$ cat src/hdl/abb_pkg.sv
// shared types, constants and a helper function for the alpha bounding box block
// no dependencies
package abb_pkg;

    localparam int MAX_WIDTH  = 4096;
    localparam int MAX_HEIGHT = 4096;

    // register and result coordinate width
    localparam int COORD_W = 13;
    // counter width, enough for coordinates 0 .. MAX-1
    localparam int COUNT_W = 12;

    localparam int ALPHA_W   = 8;
    localparam int M_TDATA_W = 8 * COORD_W;
    localparam int M_TUSER_W = 2;

    localparam int CFG_ADDR_W = 3;
    localparam int CFG_DATA_W = 32;

    // register index, taken from paddr[2]
    typedef enum logic {
        REG_FRAME_WIDTH  = 1'b0,
        REG_FRAME_HEIGHT = 1'b1
    } cfg_reg_t;

    localparam logic [COORD_W-1:0] SIZE_RESET = COORD_W'(4096);

    typedef struct packed {
        logic [COORD_W-1:0] left;
        logic [COORD_W-1:0] top;
        logic [COORD_W-1:0] right;
        logic [COORD_W-1:0] bottom;
    } box_t;

    // per-pixel status from the scan side to the union side
    typedef struct packed {
        logic frame_end;
        logic found;
        box_t box;
    } frame_info_t;

    // a zero size acts as one, anything above the limit acts as the limit
    function automatic logic [COORD_W-1:0] eff_size(input logic [COORD_W-1:0] size,
                                                    input logic [COORD_W-1:0] limit);
        logic [COORD_W-1:0] res;
        if (size == '0) begin
            res = COORD_W'(1);
        end else if (size > limit) begin
            res = limit;
        end else begin
            res = size;
        end
        return res;
    endfunction

endpackage

$ cat src/hdl/abb_scan.sv
// raster position counters and the bounding box of the frame under way
// depends on abb_pkg
module abb_scan (
    input  logic                            aclk,
    input  logic                            aresetn,
    input  logic                            step,
    input  logic [abb_pkg::ALPHA_W-1:0]     alpha,
    input  logic [abb_pkg::COORD_W-1:0]     frame_width,
    input  logic [abb_pkg::COORD_W-1:0]     frame_height,
    output logic                            frame_end,
    output abb_pkg::frame_info_t            info
);

    logic [abb_pkg::COUNT_W-1:0] col_reg, col_next;
    logic [abb_pkg::COUNT_W-1:0] row_reg, row_next;
    logic [abb_pkg::COUNT_W-1:0] min_x_reg, min_x_next;
    logic [abb_pkg::COUNT_W-1:0] max_x_reg, max_x_next;
    logic [abb_pkg::COUNT_W-1:0] min_y_reg, min_y_next;
    logic [abb_pkg::COUNT_W-1:0] max_y_reg, max_y_next;
    logic                        found_reg, found_next;

    logic [abb_pkg::COORD_W-1:0] w_eff;
    logic [abb_pkg::COORD_W-1:0] h_eff;
    logic [abb_pkg::COORD_W-1:0] col_inc;
    logic [abb_pkg::COORD_W-1:0] row_inc;
    logic                        row_end;
    logic                        opaque;

    assign w_eff   = abb_pkg::eff_size(frame_width, abb_pkg::COORD_W'(abb_pkg::MAX_WIDTH));
    assign h_eff   = abb_pkg::eff_size(frame_height, abb_pkg::COORD_W'(abb_pkg::MAX_HEIGHT));
    assign col_inc = {1'b0, col_reg} + abb_pkg::COORD_W'(1);
    assign row_inc = {1'b0, row_reg} + abb_pkg::COORD_W'(1);

    // counter may sit past the end after a size change, so compare with >=
    assign row_end   = (col_inc >= w_eff);
    assign frame_end = row_end && (row_inc >= h_eff);
    assign opaque    = (alpha != '0);

    // box including the current pixel
    always_comb begin
        min_x_next = min_x_reg;
        max_x_next = max_x_reg;
        min_y_next = min_y_reg;
        max_y_next = max_y_reg;
        found_next = found_reg;
        if (opaque) begin
            found_next = 1'b1;
            if (!found_reg) begin
                min_x_next = col_reg;
                max_x_next = col_reg;
                min_y_next = row_reg;
                max_y_next = row_reg;
            end else begin
                if (col_reg < min_x_reg) min_x_next = col_reg;
                if (col_reg > max_x_reg) max_x_next = col_reg;
                if (row_reg < min_y_reg) min_y_next = row_reg;
                if (row_reg > max_y_reg) max_y_next = row_reg;
            end
        end
    end

    always_comb begin
        info.frame_end = frame_end;
        info.found     = found_next;
        info.box       = '0;
        if (found_next) begin
            info.box.left   = {1'b0, min_x_next};
            info.box.top    = {1'b0, min_y_next};
            info.box.right  = {1'b0, max_x_next} + abb_pkg::COORD_W'(1);
            info.box.bottom = {1'b0, max_y_next} + abb_pkg::COORD_W'(1);
        end
    end

    always_comb begin
        if (frame_end) begin
            col_next = '0;
            row_next = '0;
        end else if (row_end) begin
            col_next = '0;
            row_next = row_inc[abb_pkg::COUNT_W-1:0];
        end else begin
            col_next = col_inc[abb_pkg::COUNT_W-1:0];
            row_next = row_reg;
        end
    end

    always_ff @(posedge aclk) begin
        if (!aresetn) begin
            col_reg   <= '0;
            row_reg   <= '0;
            min_x_reg <= '0;
            max_x_reg <= '0;
            min_y_reg <= '0;
            max_y_reg <= '0;
            found_reg <= 1'b0;
        end else if (step) begin
            col_reg <= col_next;
            row_reg <= row_next;
            if (frame_end) begin
                min_x_reg <= '0;
                max_x_reg <= '0;
                min_y_reg <= '0;
                max_y_reg <= '0;
                found_reg <= 1'b0;
            end else begin
                min_x_reg <= min_x_next;
                max_x_reg <= max_x_next;
                min_y_reg <= min_y_next;
                max_y_reg <= max_y_next;
                found_reg <= found_next;
            end
        end
    end

endmodule

$ cat src/hdl/abb_union.sv
// running union box over a sequence and the result output register
// depends on abb_pkg
module abb_union (
    input  logic                              aclk,
    input  logic                              aresetn,
    input  logic                              step,
    input  logic                              restart,
    input  abb_pkg::frame_info_t              info,
    output logic                              m_tvalid,
    input  logic                              m_tready,
    output logic [abb_pkg::M_TDATA_W-1:0]     m_tdata,
    output logic [abb_pkg::M_TUSER_W-1:0]     m_tuser
);

    abb_pkg::box_t                   union_reg, union_next, union_base;
    logic                            valid_reg, valid_next, valid_base;
    logic                            out_valid_reg;
    logic [abb_pkg::M_TDATA_W-1:0]   out_data_reg;
    logic [abb_pkg::M_TUSER_W-1:0]   out_user_reg;

    // restart clears the union before this pixel's frame is merged
    assign union_base = restart ? '0 : union_reg;
    assign valid_base = restart ? 1'b0 : valid_reg;

    always_comb begin
        union_next = union_base;
        valid_next = valid_base;
        if (info.frame_end && info.found) begin
            valid_next = 1'b1;
            if (!valid_base) begin
                union_next = info.box;
            end else begin
                if (info.box.left < union_base.left)     union_next.left   = info.box.left;
                if (info.box.top < union_base.top)       union_next.top    = info.box.top;
                if (info.box.right > union_base.right)   union_next.right  = info.box.right;
                if (info.box.bottom > union_base.bottom) union_next.bottom = info.box.bottom;
            end
        end
    end

    always_ff @(posedge aclk) begin
        if (!aresetn) begin
            union_reg     <= '0;
            valid_reg     <= 1'b0;
            out_valid_reg <= 1'b0;
            out_data_reg  <= '0;
            out_user_reg  <= '0;
        end else begin
            if (step) begin
                union_reg <= union_next;
                valid_reg <= valid_next;
            end
            if (step && info.frame_end) begin
                out_valid_reg <= 1'b1;
                // union stays zero while it holds no frame
                out_data_reg  <= {union_next.bottom, union_next.right, union_next.top,
                                  union_next.left, info.box.bottom, info.box.right,
                                  info.box.top, info.box.left};
                out_user_reg  <= {!valid_next, !info.found};
            end else if (m_tready) begin
                out_valid_reg <= 1'b0;
            end
        end
    end

    assign m_tvalid = out_valid_reg;
    assign m_tdata  = out_data_reg;
    assign m_tuser  = out_user_reg;

endmodule

$ cat src/hdl/alpha_bounding_box.sv
// alpha bounding box top level: one pixel per cycle unless a frame's last pixel meets a full output register
// latency: the result is on m_tdata the cycle after the last pixel's transfer
// throughput: one pixel per cycle; only a frame's last pixel waits on a full output register
// reset: aresetn synchronous active low, clears counters, boxes, union and sizes to 4096
// depends on abb_pkg, abb_scan, abb_union
module alpha_bounding_box (
    input  logic                              aclk,
    input  logic                              aresetn,
    // apb configuration
    input  logic                              psel,
    input  logic                              penable,
    input  logic                              pwrite,
    input  logic [abb_pkg::CFG_ADDR_W-1:0]    paddr,
    input  logic [abb_pkg::CFG_DATA_W-1:0]    pwdata,
    output logic [abb_pkg::CFG_DATA_W-1:0]    prdata,
    output logic                              pready,
    // pixel stream
    input  logic                              s_tvalid,
    output logic                              s_tready,
    input  logic [abb_pkg::ALPHA_W-1:0]       s_tdata,   // alpha
    input  logic                              s_tuser,   // sequence_start
    // result stream
    output logic                              m_tvalid,
    input  logic                              m_tready,
    // box_left, box_top, box_right, box_bottom, union_left, union_top, union_right,
    // union_bottom
    output logic [abb_pkg::M_TDATA_W-1:0]     m_tdata,
    // frame_empty, union_empty
    output logic [abb_pkg::M_TUSER_W-1:0]     m_tuser
);

    logic [abb_pkg::COORD_W-1:0] width_reg;
    logic [abb_pkg::COORD_W-1:0] height_reg;
    logic                        cfg_write;
    abb_pkg::cfg_reg_t           cfg_sel;
    logic                        step;
    logic                        frame_end;
    abb_pkg::frame_info_t        info;

    assign pready    = 1'b1;
    assign cfg_write = psel && penable && pwrite && pready;
    assign cfg_sel   = abb_pkg::cfg_reg_t'(paddr[2]);

    always_ff @(posedge aclk) begin
        if (!aresetn) begin
            width_reg  <= abb_pkg::SIZE_RESET;
            height_reg <= abb_pkg::SIZE_RESET;
        end else if (cfg_write) begin
            unique case (cfg_sel)
                abb_pkg::REG_FRAME_WIDTH:  width_reg  <= pwdata[abb_pkg::COORD_W-1:0];
                abb_pkg::REG_FRAME_HEIGHT: height_reg <= pwdata[abb_pkg::COORD_W-1:0];
                default: ;
            endcase
        end
    end

    always_comb begin
        unique case (cfg_sel)
            abb_pkg::REG_FRAME_WIDTH:
                prdata = abb_pkg::CFG_DATA_W'(width_reg);
            abb_pkg::REG_FRAME_HEIGHT:
                prdata = abb_pkg::CFG_DATA_W'(height_reg);
            default:
                prdata = '0;
        endcase
    end

    // only a frame's last pixel needs room in the output register
    assign s_tready = !m_tvalid || m_tready || !frame_end;
    assign step     = s_tvalid && s_tready;

    abb_scan u_scan (
        .aclk         (aclk),
        .aresetn      (aresetn),
        .step         (step),
        .alpha        (s_tdata),
        .frame_width  (width_reg),
        .frame_height (height_reg),
        .frame_end    (frame_end),
        .info         (info)
    );

    abb_union u_union (
        .aclk     (aclk),
        .aresetn  (aresetn),
        .step     (step),
        .restart  (s_tuser),
        .info     (info),
        .m_tvalid (m_tvalid),
        .m_tready (m_tready),
        .m_tdata  (m_tdata),
        .m_tuser  (m_tuser)
    );

`ifndef SYNTHESIS
    // a new result only follows a frame's last pixel transfer
    a_result_source: assert property (@(posedge aclk) disable iff (!aresetn)
        (m_tvalid && !$past(m_tvalid)) |-> $past(step && frame_end))
        else $error("result without frame end transfer");

    // a stalled result is never overwritten by the next frame end
    a_no_overwrite: assert property (@(posedge aclk) disable iff (!aresetn)
        (m_tvalid && !m_tready && frame_end) |-> !s_tready)
        else $error("frame end accepted while result stalled");

    // an empty frame reports an all zero box
    a_empty_box: assert property (@(posedge aclk) disable iff (!aresetn)
        (m_tvalid && m_tuser[0]) |-> (m_tdata[4*abb_pkg::COORD_W-1:0] == '0))
        else $error("empty frame with nonzero box");

    // a non-empty frame has a proper box and leaves a non-empty union
    a_full_box: assert property (@(posedge aclk) disable iff (!aresetn)
        (m_tvalid && !m_tuser[0]) |->
        (m_tdata[3*abb_pkg::COORD_W-1:2*abb_pkg::COORD_W] >
         m_tdata[abb_pkg::COORD_W-1:0]) && !m_tuser[1])
        else $error("non-empty frame with bad box or empty union");
`endif

endmodule

$ cat config.mk
export PLATFORM = sky130hd
export DESIGN_NAME = alpha_bounding_box
export DESIGN_NICKNAME = d
export VERILOG_FILES = /design/src/hdl/abb_pkg.sv /design/src/hdl/abb_scan.sv /design/src/hdl/abb_union.sv /design/src/hdl/alpha_bounding_box.sv
export SDC_FILE = /design/constraint.sdc
export NUM_CORES = 1
export LEC_CHECK = 0
export BUFFER_PORTS_ARGS = -buffer_cell sky130_fd_sc_hd__buf_4
export CAP_MARGIN = 20
export CORE_MARGIN = 1.5
export CORE_UTILIZATION = 50
export DETAILED_ROUTE_END_ITERATION = 16
export PLACE_DENSITY_LB_ADDON = 0.2
export SKIP_LAST_GASP = 1
export SYNTH_ARGS = -nofsm -noshare
export SYNTH_HDL_FRONTEND = slang
export SYNTH_SLANG_ARGS = --single-unit
$ cat constraint.sdc
create_clock -name aclk -period 9.6 [get_ports aclk]
set_input_delay 0 -clock aclk [delete_from_list [all_inputs] [get_ports aclk]]
set_output_delay 0 -clock aclk [all_outputs]
set_load 0.02 [all_outputs]
After elaboration in Yosys (flattened, before gate mapping)
Cells that the tools add are included.
{ "op_classes": {"muxes": 39, "reduce_logical": 20, "add_sub_neg": 4, "n_lt_le_gt_ge": 12, "bitwise": 1} }
{ "op_table": {"columns": ["cell", "count"], "rows": [
  ["$mux W12", 20],
  ["$mux W52", 3],
  ["$mux W13", 8],
  ["$pmux W32 S2", 1],
  ["$add A12 B1 Y13 const B", 4],
  ["$mux W51", 1],
  ["$ge A13 B13 Y1", 2],
  ["$gt A13 B13 Y1", 2],
  ["$gt A13 B13 Y1 const B", 2],
  ["$logic_not A13 Y1", 2],
  ["$gt A12 B12 Y1", 2],
  ["$lt A12 B12 Y1", 2],
  ["$lt A12 B13 Y1", 1],
  ["$lt A13 B13 Y1", 1],
  ["$reduce_bool A8 Y1", 1],
  ["$logic_and A1 B1 Y1", 6],
  ["$mux W1", 6],
  ["$reduce_and A2 Y1", 3],
  ["$logic_not A1 Y1", 4],
  ["$reduce_bool A2 Y1", 2],
  ["$logic_or A1 B1 Y1", 2],
  ["$not A1 Y1", 1]
]} }
{ "totals": {"out_inout_bits": 141, "input_bits": 51, "register_bits": 259, "elab_cells": 93} }

Longest topological paths before layout
Gate-level depths: netlist of run 1.
{ "logic_depth": {"ltp_word": 10, "mapped_depth": 27, "ltp_nobuf": 25} }

Modules after synthesis
From an unflattened synthesis of run 1, not the netlist that was laid out.
{ "hier_totals": {"hier_cells": 1900, "area_unflattened_um2": 15567.4} }
{ "modules_own_cells": {"columns": ["mod", "cells_per_inst", "seq_area_each_um2", "instances", "area_per_inst_um2"], "rows": [
  ["abb_union", 955, 3203.1, 1, 7953.9],
  ["abb_scan", 807, 1461.4, 1, 6268.5],
  ["alpha_bounding_box", 138, 520.5, 1, 1345.0]
]} }

Worst setup path before layout of run 1
OpenSTA, ideal clock, no wires.
{ "synth_timing": {"path_kind": "reg2reg", "startpoint": "reg u_scan.col_reg[0] (netlist bit)", "endpoint": "reg u_union.union_reg[13] (netlist bit)", "stages_incl_launch_ff": 27, "arrival_time_ps": 4850, "setup_time_ps": 117, "synth_period_minus_slack_ps": 4967, "path_buffers": 3, "slack_ps": 4633, "path_cell_list": "dfxtp_1 buf_2 inv_1 ha_1 nor2b_1 o211ai_1 a211o_1 a41o_1 a21oi_1 buf_2 mux2_2 ha_1 inv_1 or3_1 xnor2_1 mux2i_1 and2_1 ha_1 a21o_1 a21o_1 a21oi_1 o2111a_1 nor4b_4 o21ai_2 and2_1 buf_2 a22o_1"} }
{ "synth_lines": {"columns": ["item", "line", "rtl"], "rows": [
  ["start, declared", "abb_scan.sv:14", "logic [abb_pkg::COUNT_W-1:0] col_reg, col_next;"],
  ["start signal, assigned", "abb_scan.sv:97", "col_reg <= col_next;"],
  ["end signal, assigned", "abb_union.sv:50", "union_reg <= union_next;"],
  ["end, declared", "abb_union.sv:15", "abb_pkg::box_t union_reg, union_next, union_base;"]
]} }

==> results of run 1 <==
==> cells by family after synthesis <==
family / share of synthesized area
buffers and inverters: 0.0656
AND/OR/NAND/NOR: 0.226
AO/OA/AOI/OAI: 0.189
adder cells (fa/ha/maj): 0.102
other: 0.000496
flip-flops: 0.339
XOR/XNOR: 0.0358
multiplexers: 0.0417
==> report_power, final <==
part / switching, mW / total [mW] / leakage, nW / internal (mW)
clock network: 0.442 / 1.10 / 0.461 / 0.653
logic: 0.122 / 0.185 / 4.41 / 0.0635
registers: 0.0114 / 1.08 / 2.07 / 1.07
==> repair_timing <==
item,CTS,global route
hold buffers,18,0
setup endpoints to repair,0,0
buffers inserted,0,0
endpoints found under the hold margin,63,0
==> per-layer routing <==
layer,wire [µm],share of wire,global-route usage
met5,0,0,0
met2,19300,0.44,0.429
met3,3340,0.076,0.0438
met4,1110,0.025,0.0794
met1,20100,0.46,0.386
==> cell type report <==
| class | count | area share |
|---|---|---|
| clock buffer | 41 | 0.0484 |
| tap | 390 | 0.0281 |
| inverter | 67 | 0.0146 |
| timing repair buffer | 182 | 0.0824 |
| clock inverter | 7 | 0.00490 |
| multi-input combinational | 1440 | 0.525 |
| sequential | 257 | 0.296 |
==> synthesized netlist by cell type (7+ instances only) <==
library cell,number
dfxtp_1,257
o211ai_1,11
or3_1,20
a211oi_1,11
a22oi_1,49
clkbuf_1,73
buf_4,26
buf_2,44
a41oi_1,11
xor2_1,19
mux2i_1,29
and3_1,10
nand3_1,65
a22o_1,14
nand2_1,290
a31oi_1,17
or2_2,12
a21oi_1,143
a221o_1,11
inv_1,67
nor2_1,169
nor4_1,17
and2_1,33
nor3_1,21
and4_1,7
nand2b_1,14
xnor2_1,43
o22ai_1,12
o21ai_0,82
buf_1,10
mux2_2,29
a2bb2oi_1,15
nand4_1,27
nor2b_1,16
nand3b_1,7
a21o_1,15
ha_1,123
==> worst reg2reg max path: stages, from the launching register on <==
cell and delay, ns:
dfxtp_1 0.67, inv_1 0.17, ha_1 0.22, nor2b_1 0.11, o211ai_1 0.09, a211o_1 0.28
a41o_1 0.24, a21oi_2 0.79, mux2_2 0.33, ha_1 0.31, nand2_1 0.13, nor2_1 0.26
nand3_1 0.18, xnor2_1 0.19, mux2i_1 0.16, and2_1 0.25, ha_1 0.30, nand4_1 0.13
nor2_1 0.18, o31ai_1 0.10, o2111a_1 0.17, nor4b_4 0.85, nor2_1 0.40, a221oi_1 0.35
nor2_1 0.08
==> placed cells by master, fill, tap and decap left out, types with 34 or more instances in the layout <==
cell type  count
a22oi_1       49
inv_1         66
and2_1        34
buf_4        163
nand3_1       64
o21ai_0       82
nand2_1      290
dfxtp_1      257
ha_1         123
a21oi_1      142
nor2_1       167
xnor2_1       43
==> worst min-delay path by stage <==
stage,from,end,depth (start not counted)
detailed placement,pwdata[10],height_reg[10]$_SDFFE_PN0P_,3
CTS,penable,width_reg[7]$_SDFFE_PN0P_,5
finish,s_tdata[0],u_scan.found_reg$_SDFFE_PN0P_,5
floorplan,pwdata[0],height_reg[0]$_SDFFE_PN0P_,2
global route,s_tdata[0],u_scan.found_reg$_SDFFE_PN0P_,5
global placement,pwdata[12],height_reg[12]$_SDFFE_PN1P_,3
==> per-stage QoR <==
step / setup slack [ns] / util / area [µm²] / cells / power (mW)
floorplan: 4.63 / - / 15200 / 1919 / 1.24
global route: 2.10 / 0.585 / 17400 / 2384 / 2.44
finish: 2.56 / 0.585 / 17400 / 2384 / 2.36
detailed placement: 2.70 / 0.546 / 16200 / 2317 / 1.28
CTS: 2.67 / 0.584 / 17300 / 2383 / 2.38
global placement: 2.82 / 0.546 / 16200 / 2317 / 1.28
==> key figures, run 1 <==
Placement
  – Hpwl dp: 30500 µm
  – Buffers on Ports: 148
  – Gpl congestion: 0.951

Cells and area
  – Proportion of layout cells with a drive suffix above 1: 0.136
  – Largest register FFs: 102
  – Final nets: 2151
  – Multi-input gate area: 0.00913 mm²
  – Fill cells: 2709
  – Diode count: 0
  – Area grow syn2layout: 14.6%
  – Sequential Area: 0.00514 mm²

Synth
  – Sequential cell area fraction in the yosys report: 0.339
  – Syn. warnings: 0
  – Syn Inst Count: 1899
  – Distinct cell type count after synthesis: 82
  – Synthesized area: 0.0152 mm²
  – Top post-synthesis cells by area: dfxtp_1 (34%), ha_1 (10%), nand2_1 (7.2%)
  – FF+latch count, synth: 257
  – Number of synthesized flops with an enable pin: 0
  – Post-synth top area cell: dfxtp_1
  – Mean Syn Cell Area: 7.98 µm²
  – Ys async rst share: 0
  – Top FF cell, synth: dfxtp_1
  – Top-area cell type share of the netlist area: 0.339

CTS
  – H-Tree Level Count: 1
  – TritonCTS clock tree: yes
  – Post_cts resized: 0
  – CTS sink count: 257
  – Clk_lat worst skew: 0.55 ns
  – Total CTS buffers: 29
  – Clock Pin Slew Worst Setup and Hold Paths: 0.06 ns
  – Clk buf depth: 3
  – Clk root buf: clkbuf_16

Route
  – Wirelength per Cell: 18.4 µm
  – WL final: 43800 µm
  – Initial DRC count: 1260
  – Drc violations: 0
  – Vias/cell: 5.89
  – DRT antenna net count: 0
  – Drt first pass iters: 5
  – Overall via count from detail_route: 14000

Timing
  – Hold WS: 0.0916 ns
  – Worst rel slew slack: 0.223
  – Slew @ Worst Pin: 1.16 ns
  – Setup TNS: 0 ns
  – Fmax: 142 MHz
  – Slew Viols, Final: 0
  – Fin crit period: 7.04 ns
  – Setup Viol. Count Final: 0
  – Setup Skew: 0.0127 ns
  – RSZ-0062 raised after global routing: no
  – Hold Vio Cnt, Final: 0
  – Period utilization: 0.733

Global routing
  – GRT Total Usage: 0.274
  – Pin count of the biggest net entering global routing: 89
  – Initial antenna violation count: 0
  – Number of global-route vias before repair: 13000
  – Gr ovfl total: 0
  – First-pass GRT wire length: 69300 µm

Critical path
  – Worst path max stage delay: 0.85 ns
  – Crit path max-delay family: simple AND/OR/NAND/NOR gates
  – WS Path Type: register to register
  – Crit end category: register
  – Critical Path Source: u_scan.col_reg[0]$_SDFFE_PN0P_
  – Required @ worst endpoint: 10.03 ns
  – R2r startpoint: u_scan.col_reg[0]$_SDFFE_PN0P_
  – Crit. path cell count: 24
  – Worst Setup Start Kind: register
  – WP data arrival: 7.47 ns
  – Most frequent CP cell: nor2_1
  – Slowest-stage cell, CP: nor4b_4
  – Worst path cell trace: inv_1 -> ha_1 -> nor2b_1 -> o211ai_1 -> a211o_1 -> a41o_1 -> a21oi_2 -> mux2_2 -> ha_1 -> nand2_1 -> nor2_1 -> nand3_1 -> xnor2_1 -> mux2i_1 -> and2_1 -> ha_1 -> nand4_1 -> nor2_1 -> o31ai_1 -> o2111a_1 -> nor4b_4 -> nor2_1 -> a221oi_1 -> nor2_1
  – Reg2reg end: u_union.m_tdata[86]$_SDFFE_PN0P_
  – R2r setup slk: 2.56 ns
  – Setup crit end: u_union.m_tdata[86]$_SDFFE_PN0P_
  – Crit Path Max Fanout: 20
  – R2r worst-path depth: 24
  – WP buf/inv: 1

Floorplan
  – Die width: 177 µm
  – Row Count: 63
  – DIE HEIGHT: 177 µm
  – Core area: 0.0297 mm²
  – Initial core utilization: 0.510
  – Top-Level Pins: 192
  – Die area: 0.0314 mm²

Worst hold path
  – HP Class: primary input to register

Power and ir drop
  – Leakage: 6.95 nW
  – PwrDens: 136 mW/mm²
  – Maximum VDD drop: 0.000121 V

Run status
  – Status: completed

Job
  – Max cap viols: 0
(Power assumes the default switching activity.)
==> run 2: changes to the inputs <==
--- a/config.mk
+++ b/config.mk
@@ -5,6 +5,7 @@
 export SDC_FILE = /design/constraint.sdc
 export NUM_CORES = 1
 export LEC_CHECK = 0
+export ABC_AREA = 1
 export BUFFER_PORTS_ARGS = -buffer_cell sky130_fd_sc_hd__buf_4
 export CAP_MARGIN = 20
 export CORE_MARGIN = 1.5
==> constraint.sdc (replaced) <==
create_clock -name aclk -period 6.09 [get_ports aclk]
set_input_delay 0 -clock aclk [delete_from_list [all_inputs] [get_ports aclk]]
set_output_delay 0 -clock aclk [all_outputs]
set_load 0.02 [all_outputs]
==> key figures, run 2 <==
Synth
  – Top-count cell post-synth: nand2_1
  – Mean Syn Cell Area: 6.70 µm² (-16%)
  – Ys async rst share: 0 (unchanged)
  – Top post-synthesis cells by area: dfxtp_1 (33%), nand2_1 (17%), ha_1 (9.8%)
  – Distinct cell type count after synthesis: 53 (-35%)
  – Compound-Gate Fraction of Synth Area: 0.135 (-0.0539)
  – FF+latch count, synth: 257 (unchanged)
  – Number of synthesized flops with an enable pin: 0 (unchanged)
  – Mux share of post-synthesis cell area: 0 (-0.0417)
  – Synthesized-area fraction occupied by adder cells: 0.0984 (-0.00313)
  – Synthesized area: 0.0156 mm² (+3.2%)
  – Most frequent cells after synthesis: nand2_1 (689), inv_1 (319), dfxtp_1 (257)
  – Combinational family with the most area after synthesis: simple AND/OR/NAND/NOR gates
  – Syn. warnings: 0 (unchanged)
  – Sequential cell area fraction in the yosys report: 0.329 (-0.0105)
  – Top-area cell type share of the netlist area: 0.329 (-0.0105)
  – Syn Inst Count: 2334 (+23%)
  – Top FF cell, synth: dfxtp_1
  – Simple-gate share of the synthesized area: 0.306 (+0.0795)
  – Post-synth top area cell: dfxtp_1
  – Post-Synth XOR/XNOR Area: 0.00952 (-0.0263)

Global routing
  – Gr ovfl total: 0 (unchanged)
  – Pin count of the biggest net entering global routing: 90 (+1.1%)
  – Initial antenna violation count: 0 (unchanged)
  – GRT Total Usage: 0.254 (-0.0201)
  – Number of global-route vias before repair: 14100 (+8.4%)
  – First-pass GRT wire length: 69100 µm (-0.30%)

CTS
  – Total CTS buffers: 30 (+3.4%)
  – # Post-CTS Setup Buffers: 0 (unchanged)
  – Clock Pin Slew Worst Setup and Hold Paths: 0.06 ns (about the same)
  – H-Tree Level Count: 1 (unchanged)
  – Post_cts resized: 0 (unchanged)
  – Clk root buf: clkbuf_16
  – CTS Hold Buffers Added: 25 (+7)
  – Clk_lat worst skew: 0.56 ns (about the same)
  – CTS sink count: 257 (unchanged)
  – TritonCTS clock tree: yes
  – Clk buf depth: 3 (unchanged)

Timing
  – Slew Viols, Final: 0 (unchanged)
  – Fin crit period: 5.26 ns (-1.78 ns)
  – Setup Viol. Count Final: 0 (unchanged)
  – Setup Skew: 0.0188 ns (+0.00611 ns)
  – Worst rel slew slack: 0.273 (+0.0495)
  – Final WS setup: 0.833 ns (-1.73 ns)
  – Period utilization: 0.863 (+0.130)
  – Setup TNS: 0 ns (unchanged)
  – Fmax: 190 MHz (+34%)
  – RSZ-0062 raised after global routing: no
  – Slew @ Worst Pin: 1.09 ns (-0.0672 ns)
  – Hold Vio Cnt, Final: 0 (unchanged)

Critical path
  – Setup crit end: u_scan.col_reg[2]$_SDFFE_PN0P_
  – WS Path Type: register to register
  – Critical Path Source: u_scan.col_reg[3]$_SDFFE_PN0P_
  – Worst Setup Start Kind: register
  – Required @ worst endpoint: 6.52 ns (-3.51 ns)
  – Worst path cell trace: inv_1 -> nor3_1 -> inv_1 -> nor4_1 -> nand2_1 -> xor2_1 -> inv_1 -> ha_1 -> nand2_1 -> nor2_1 -> a21oi_1 -> nand3_2 -> nand2_2 -> inv_2 -> nand2_2 -> nand2_4 -> inv_2 -> buf_4 -> nand2_2 -> nand2_1 -> nor3_1
  – Slowest-stage cell, CP: buf_4
  – R2r setup slk: 0.83 ns (-1.73 ns)
  – Reg2reg end: u_scan.col_reg[2]$_SDFFE_PN0P_
  – R2r startpoint: u_scan.col_reg[3]$_SDFFE_PN0P_
  – WP data arrival: 5.69 ns (-1.78 ns)
  – Worst path max stage delay: 0.61 ns (-0.24 ns)
  – Crit end category: register
  – Crit Path Max Fanout: 64 (+220%)
  – R2r worst-path depth: 21 (-13%)

Placement
  – Buffers on Ports: 148 (unchanged)
  – Gpl congestion: 0.900 (-5.4%)
  – Hpwl dp: 29900 µm (-1.8%)
  – Inst Count DP: 2797 (+21%)
  – Pre-CTS WS: 0.958 ns (-1.75 ns)

Power and ir drop
  – PwrDens: 256 mW/mm² (+88%)
  – Maximum VDD drop: 0.000215 V (+78%)
  – Leakage: 9.16 nW (+32%)

Floorplan
  – Top-Level Pins: 192 (unchanged)
  – Row Count: 64 (+1.6%)
  – Core area: 0.0307 mm² (+3.2%)
  – Die area: 0.0323 mm² (+3.1%)
  – Initial core utilization: 0.510 (about the same)
  – DIE HEIGHT: 180 µm (+1.5%)
  – Die width: 180 µm (+1.5%)

Cells and area
  – Diode count: 0 (unchanged)
  – Area grow syn2layout: 16.0%
  – Largest register FFs: 102 (unchanged)
  – Most frequent cells in the layout: nand2_1 (689), inv_1 (318), dfxtp_1 (257)
  – Final nets: 2632 (+22%)
  – Most common cell after layout, fill and taps aside: nand2_1
  – Proportion of layout cells with a drive suffix above 1: 0.123 (-0.0134)
  – Fill cells: 2957 (+9.2%)
  – Final Non-Filler Cells: 2877 (+21%)

Route
  – Wirelength per Cell: 14.6 µm (-20%)
  – Initial DRC count: 919 (-27%)
  – DRT antenna net count: 0 (unchanged)
  – Vias/cell: 5.23 (-11%)
  – Drc violations: 0 (unchanged)
  – Overall via count from detail_route: 15100 (+7.2%)
  – WL final: 42100 µm (-3.8%)
  – Drt first pass iters: 6 (+1)

Run status
  – Status: completed

Job
  – Max cap viols: 0 (unchanged)

Worst hold path
  – HP Class: primary input to register
## run 2: changes by cell type after synthesis, moves of 16 or more
cell      change
and2_1       -32
nor2b_1      -16
nand2_1     +399
mux2_2       -29
mux2i_1      -29
o21ai_1      +18
or3_1        -19
xnor2_1      -42
nand2_2      +23
clkbuf_1     -30
a21oi_1      +28
inv_1       +252
a22oi_1      -49
nand3_1      +79
## run 2: power by group
part           leakage [nW]  internal (mW)  switching, mW
combinational          6.54          0.337          0.633
sequential             2.09           1.74         0.0395
clock                 0.526           1.17          0.728
## run 2: metrics by stage
stage          hold WS, ns  total power [mW]  utilization  area (µm²)
2_1_floorplan        0.126              2.56            -       15700
3_3_place_gp         0.233              2.74        0.549       16800
3_5_place_dp         0.239              2.76        0.549       16800
4_1_cts             0.0240              4.67        0.591       18100
5_1_grt              0.138              4.88        0.591       18100
6_report            0.0473              4.64        0.591       18100
## run 2: worst min-delay path by stage
stage | from | end | slack, ns | cells after the start
after floorplan | pwdata[12] | height_reg[12]$_SDFFE_PN1P_ | 0.13 | 2
after global placement | pwdata[12] | height_reg[12]$_SDFFE_PN1P_ | 0.23 | 3
after detailed placement | pwdata[4] | height_reg[4]$_SDFFE_PN0P_ | 0.24 | 3
after CTS | pwrite | height_reg[12]$_SDFFE_PN1P_ | 0.02 | 4
after global routing | paddr[2] | width_reg[9]$_SDFFE_PN0P_ | 0.14 | 4
final | pwrite | height_reg[12]$_SDFFE_PN1P_ | 0.05 | 4
## run 2: cell type report
type | instances | area, µm² | area share
clock buffers | 41 | 872 | 0.0481
clock inverters | 14 | 188 | 0.0103
inverters | 331 | 1240 | 0.0686
multi-input cells | 1643 | 8670 | 0.478
flip-flops and latches | 257 | 5140 | 0.284
well taps | 396 | 495 | 0.0273
repair buffers | 195 | 1530 | 0.0842
## run 2: kinds of logic (layout without fill, tap and decap cells)
kind of cell / Yosys count / after routing
flops: 257 / 257
other cells: 2 / 22
compound gates: 368 / 368
simple gates: 1113 / 1113
buf+inv: 454 / 581
xor+xnor: 17 / 17
fa+ha+maj: 123 / 123
## run 2: routing by layer
metal	vias to the layer above	share of wire	GRT usage
met1	6891	0.46	0.333
met2	427	0.47	0.442
met4	0	0.025	0.0680
met5	-	0	0
li1	7662	-	-
met3	70	0.051	0.0263
## run 2: worst max-delay path, delay by kind of cell, from the launching register on
family / cells / cell delay, ns
and+or+nand+nor: 12 / 2.80
adders and majority gates: 1 / 0.31
xor gates and xnor gates: 1 / 0.23
AOI/OAI and AO/OA: 1 / 0.17
buffers and inverters: 6 / 1.12
DFF: 1 / 0.47
==> run 3: changes to the inputs <==
--- a/config.mk
+++ b/config.mk
@@ -8,8 +8,10 @@
 export ABC_AREA = 1
 export BUFFER_PORTS_ARGS = -buffer_cell sky130_fd_sc_hd__buf_4
 export CAP_MARGIN = 20
+export CELL_PAD_IN_SITES_DETAIL_PLACEMENT = 0
+export CELL_PAD_IN_SITES_GLOBAL_PLACEMENT = 1
 export CORE_MARGIN = 1.5
-export CORE_UTILIZATION = 50
+export CORE_UTILIZATION = 38
 export DETAILED_ROUTE_END_ITERATION = 16
 export PLACE_DENSITY_LB_ADDON = 0.2
 export SKIP_LAST_GASP = 1
==> key figures, run 3 (same netlist as run 2, synthesis figures left out) <==
Job
  – Max cap viols: 0 (unchanged)

Floorplan
  – Row Count: 74 (+16%)
  – Top-Level Pins: 192 (unchanged)
  – Die width: 206 µm (+14%)
  – Initial core utilization: 0.384 (-0.126)
  – Core area: 0.0407 mm² (+33%)
  – DIE HEIGHT: 206 µm (+14%)
  – Die area: 0.0424 mm² (+31%)

Cells and area
  – Most common cell after layout, fill and taps aside: nand2_1
  – Final Instance Area: 0.0184 mm² (+1.5%)
  – Diode count: 0 (unchanged)
  – Largest register FFs: 102 (unchanged)
  – Area grow syn2layout: 17.7%
  – Final nets: 2635 (+0.11%)
  – Most frequent cells in the layout: nand2_1 (689), inv_1 (318), dfxtp_1 (257)
  – Final Non-Filler Cells: 3017 (+4.9%)
  – Proportion of layout cells with a drive suffix above 1: 0.124 (+0.00101)

CTS
  – Clk root buf: clkbuf_16
  – Post_cts resized: 0 (unchanged)
  – TritonCTS clock tree: yes
  – # Post-CTS Setup Buffers: 0 (unchanged)
  – H-Tree Level Count: 1 (unchanged)
  – Clk_lat worst skew: 0.58 ns (+0.02 ns)
  – CTS sink count: 257 (unchanged)
  – Total CTS buffers: 30 (unchanged)
  – CTS Hold Buffers Added: 28 (+12%)
  – Clock Pin Slew Worst Setup and Hold Paths: 0.06 ns (about the same)
  – Clk buf depth: 3 (unchanged)

Timing
  – Worst rel slew slack: 0.291 (+0.0180)
  – Period utilization: 0.867 (+0.00358)
  – Fin crit period: 5.28 ns (+0.0218 ns)
  – Setup Skew: 0.0142 ns (-0.00455 ns)
  – Fmax: 189 MHz (-0.41%)
  – Setup TNS: 0 ns (unchanged)
  – Slew @ Worst Pin: 1.06 ns (-0.0269 ns)
  – Hold Vio Cnt, Final: 0 (unchanged)
  – Setup Viol. Count Final: 0 (unchanged)
  – Final WS setup: 0.811 ns (-0.0218 ns)
  – Slew Viols, Final: 0 (unchanged)
  – RSZ-0062 raised after global routing: no

Placement
  – Buffers on Ports: 148 (unchanged)
  – Hpwl dp: 33000 µm (+10%)
  – Inst Count DP: 2932 (+4.8%)
  – Pre-CTS WS: 0.818 ns (-0.140 ns)
  – DP Area: 0.0170 mm² (+1.0%)
  – Gpl congestion: 0.860 (-4.5%)

Power and ir drop
  – PwrDens: 259 mW/mm² (+1.3%)
  – Maximum VDD drop: 0.000186 V (-13%)
  – Leakage: 9.20 nW (+0.52%)
  – Total power: 4.77 mW (+2.8%)

Global routing
  – Number of global-route vias before repair: 14000 (-0.64%)
  – GRT Total Usage: 0.218 (-0.0362)
  – Gr ovfl total: 0 (unchanged)
  – Pin count of the biggest net entering global routing: 92 (+2.2%)
  – Initial antenna violation count: 0 (unchanged)
  – First-pass GRT wire length: 73900 µm (+7.1%)

Route
  – Wirelength per Cell: 15.2 µm (+3.9%)
  – Drc violations: 0 (unchanged)
  – Vias/cell: 4.90 (-6.3%)
  – Overall via count from detail_route: 14800 (-1.8%)
  – Initial DRC count: 947 (+3.0%)
  – WL final: 45900 µm (+9.0%)
  – DRT antenna net count: 0 (unchanged)
  – Drt first pass iters: 5 (-1)

Critical path
  – R2r worst-path depth: 23 (+9.5%)
  – Worst path cell trace: nand3_1 -> nor3_1 -> inv_1 -> nor4_1 -> nand2_1 -> xor2_1 -> inv_1 -> ha_1 -> nand2_1 -> nor2_1 -> a21oi_1 -> nand3_2 -> nand2_2 -> inv_2 -> nand2_2 -> nand2_4 -> inv_2 -> buf_4 -> nand2_2 -> nand2_1 -> inv_2 -> buf_12 -> a22o_1
  – Slowest-stage cell, CP: dfxtp_1
  – WS Path Type: register to register
  – Required @ worst endpoint: 6.56 ns (+0.04 ns)
  – WP data arrival: 5.75 ns (+0.06 ns)
  – Crit end category: register
  – Crit Path Max Fanout: 91 (+42%)
  – Worst Setup Start Kind: register
  – Worst path max stage delay: 0.53 ns (-0.08 ns)

Worst hold path
  – HP Class: primary input to register
  – Hold path cells: 4 (unchanged)

Run status
  – Status: completed
==> run 3: cell types whose count changed in the layout (fill, tap and decap cells not counted), sizes merged <==
cell and delta:
dlygate4sd3 +3, clkinvlp +1, bufinv +2, clkinv +2, clkbuf -6, inv +2
==> run 3: metrics by stage <==
step | hold WS, ns | util
floorplan | 0.126 | -
global placement | 0.234 | 0.417
detailed placement | 0.238 | 0.417
CTS | 0.0469 | 0.451
global route | 0.145 | 0.452
finish | 0.0383 | 0.452
==> run 3: power breakdown <==
group | total [mW] | internal (mW) | switching (mW)
combinational | 0.981 | 0.339 | 0.642
sequential | 1.78 | 1.74 | 0.0396
clock | 2.02 | 1.22 | 0.797
==> run 3: worst paths after layout <==
| check | startpoint | end | slack (ns) |
|---|---|---|---|
| hold reg to reg | u_union.m_tdata[56]$_SDFFE_PN0P_ | u_union.m_tdata[56]$_SDFFE_PN0P_ | 0.45 |
| setup / recovery | u_scan.col_reg[0]$_SDFFE_PN0P_ | u_union.m_tdata[6]$_SDFFE_PN0P_ | 0.81 |
| setup reg to reg | u_scan.col_reg[0]$_SDFFE_PN0P_ | u_union.m_tdata[6]$_SDFFE_PN0P_ | 0.81 |
| hold / removal | pwrite | height_reg[12]$_SDFFE_PN1P_ | 0.04 |
==> run 3: critical path, delay by kind of cell, from the launching register on <==
kind	cells	cell delay [ns]
DFF	1	0.53
xor gates and xnor gates	1	0.29
buffers and inverters	7	1.13
adders and majority gates	1	0.32
AOI/OAI and AO/OA	2	0.43
and+or+nand+nor	12	2.32
==> run 3: per-layer routing <==
metal	wire length, µm	GRT usage	up-vias
li1	-	-	7679
met1	22200	0.297	6809
met2	20800	0.362	242
met3	1710	0.0241	55
met4	1120	0.0611	0
met5	0	0	-
==> run 3: layout make-up <==
cell class / count / area [µm²]
well taps: 532 / 666
multi-input cells: 1643 / 8670
clock inverters: 21 / 275
fillers: 4333 / 22300
flip-flops and latches: 257 / 5140
repair buffers: 198 / 1590
inverters: 331 / 1240
clock buffers: 35 / 821
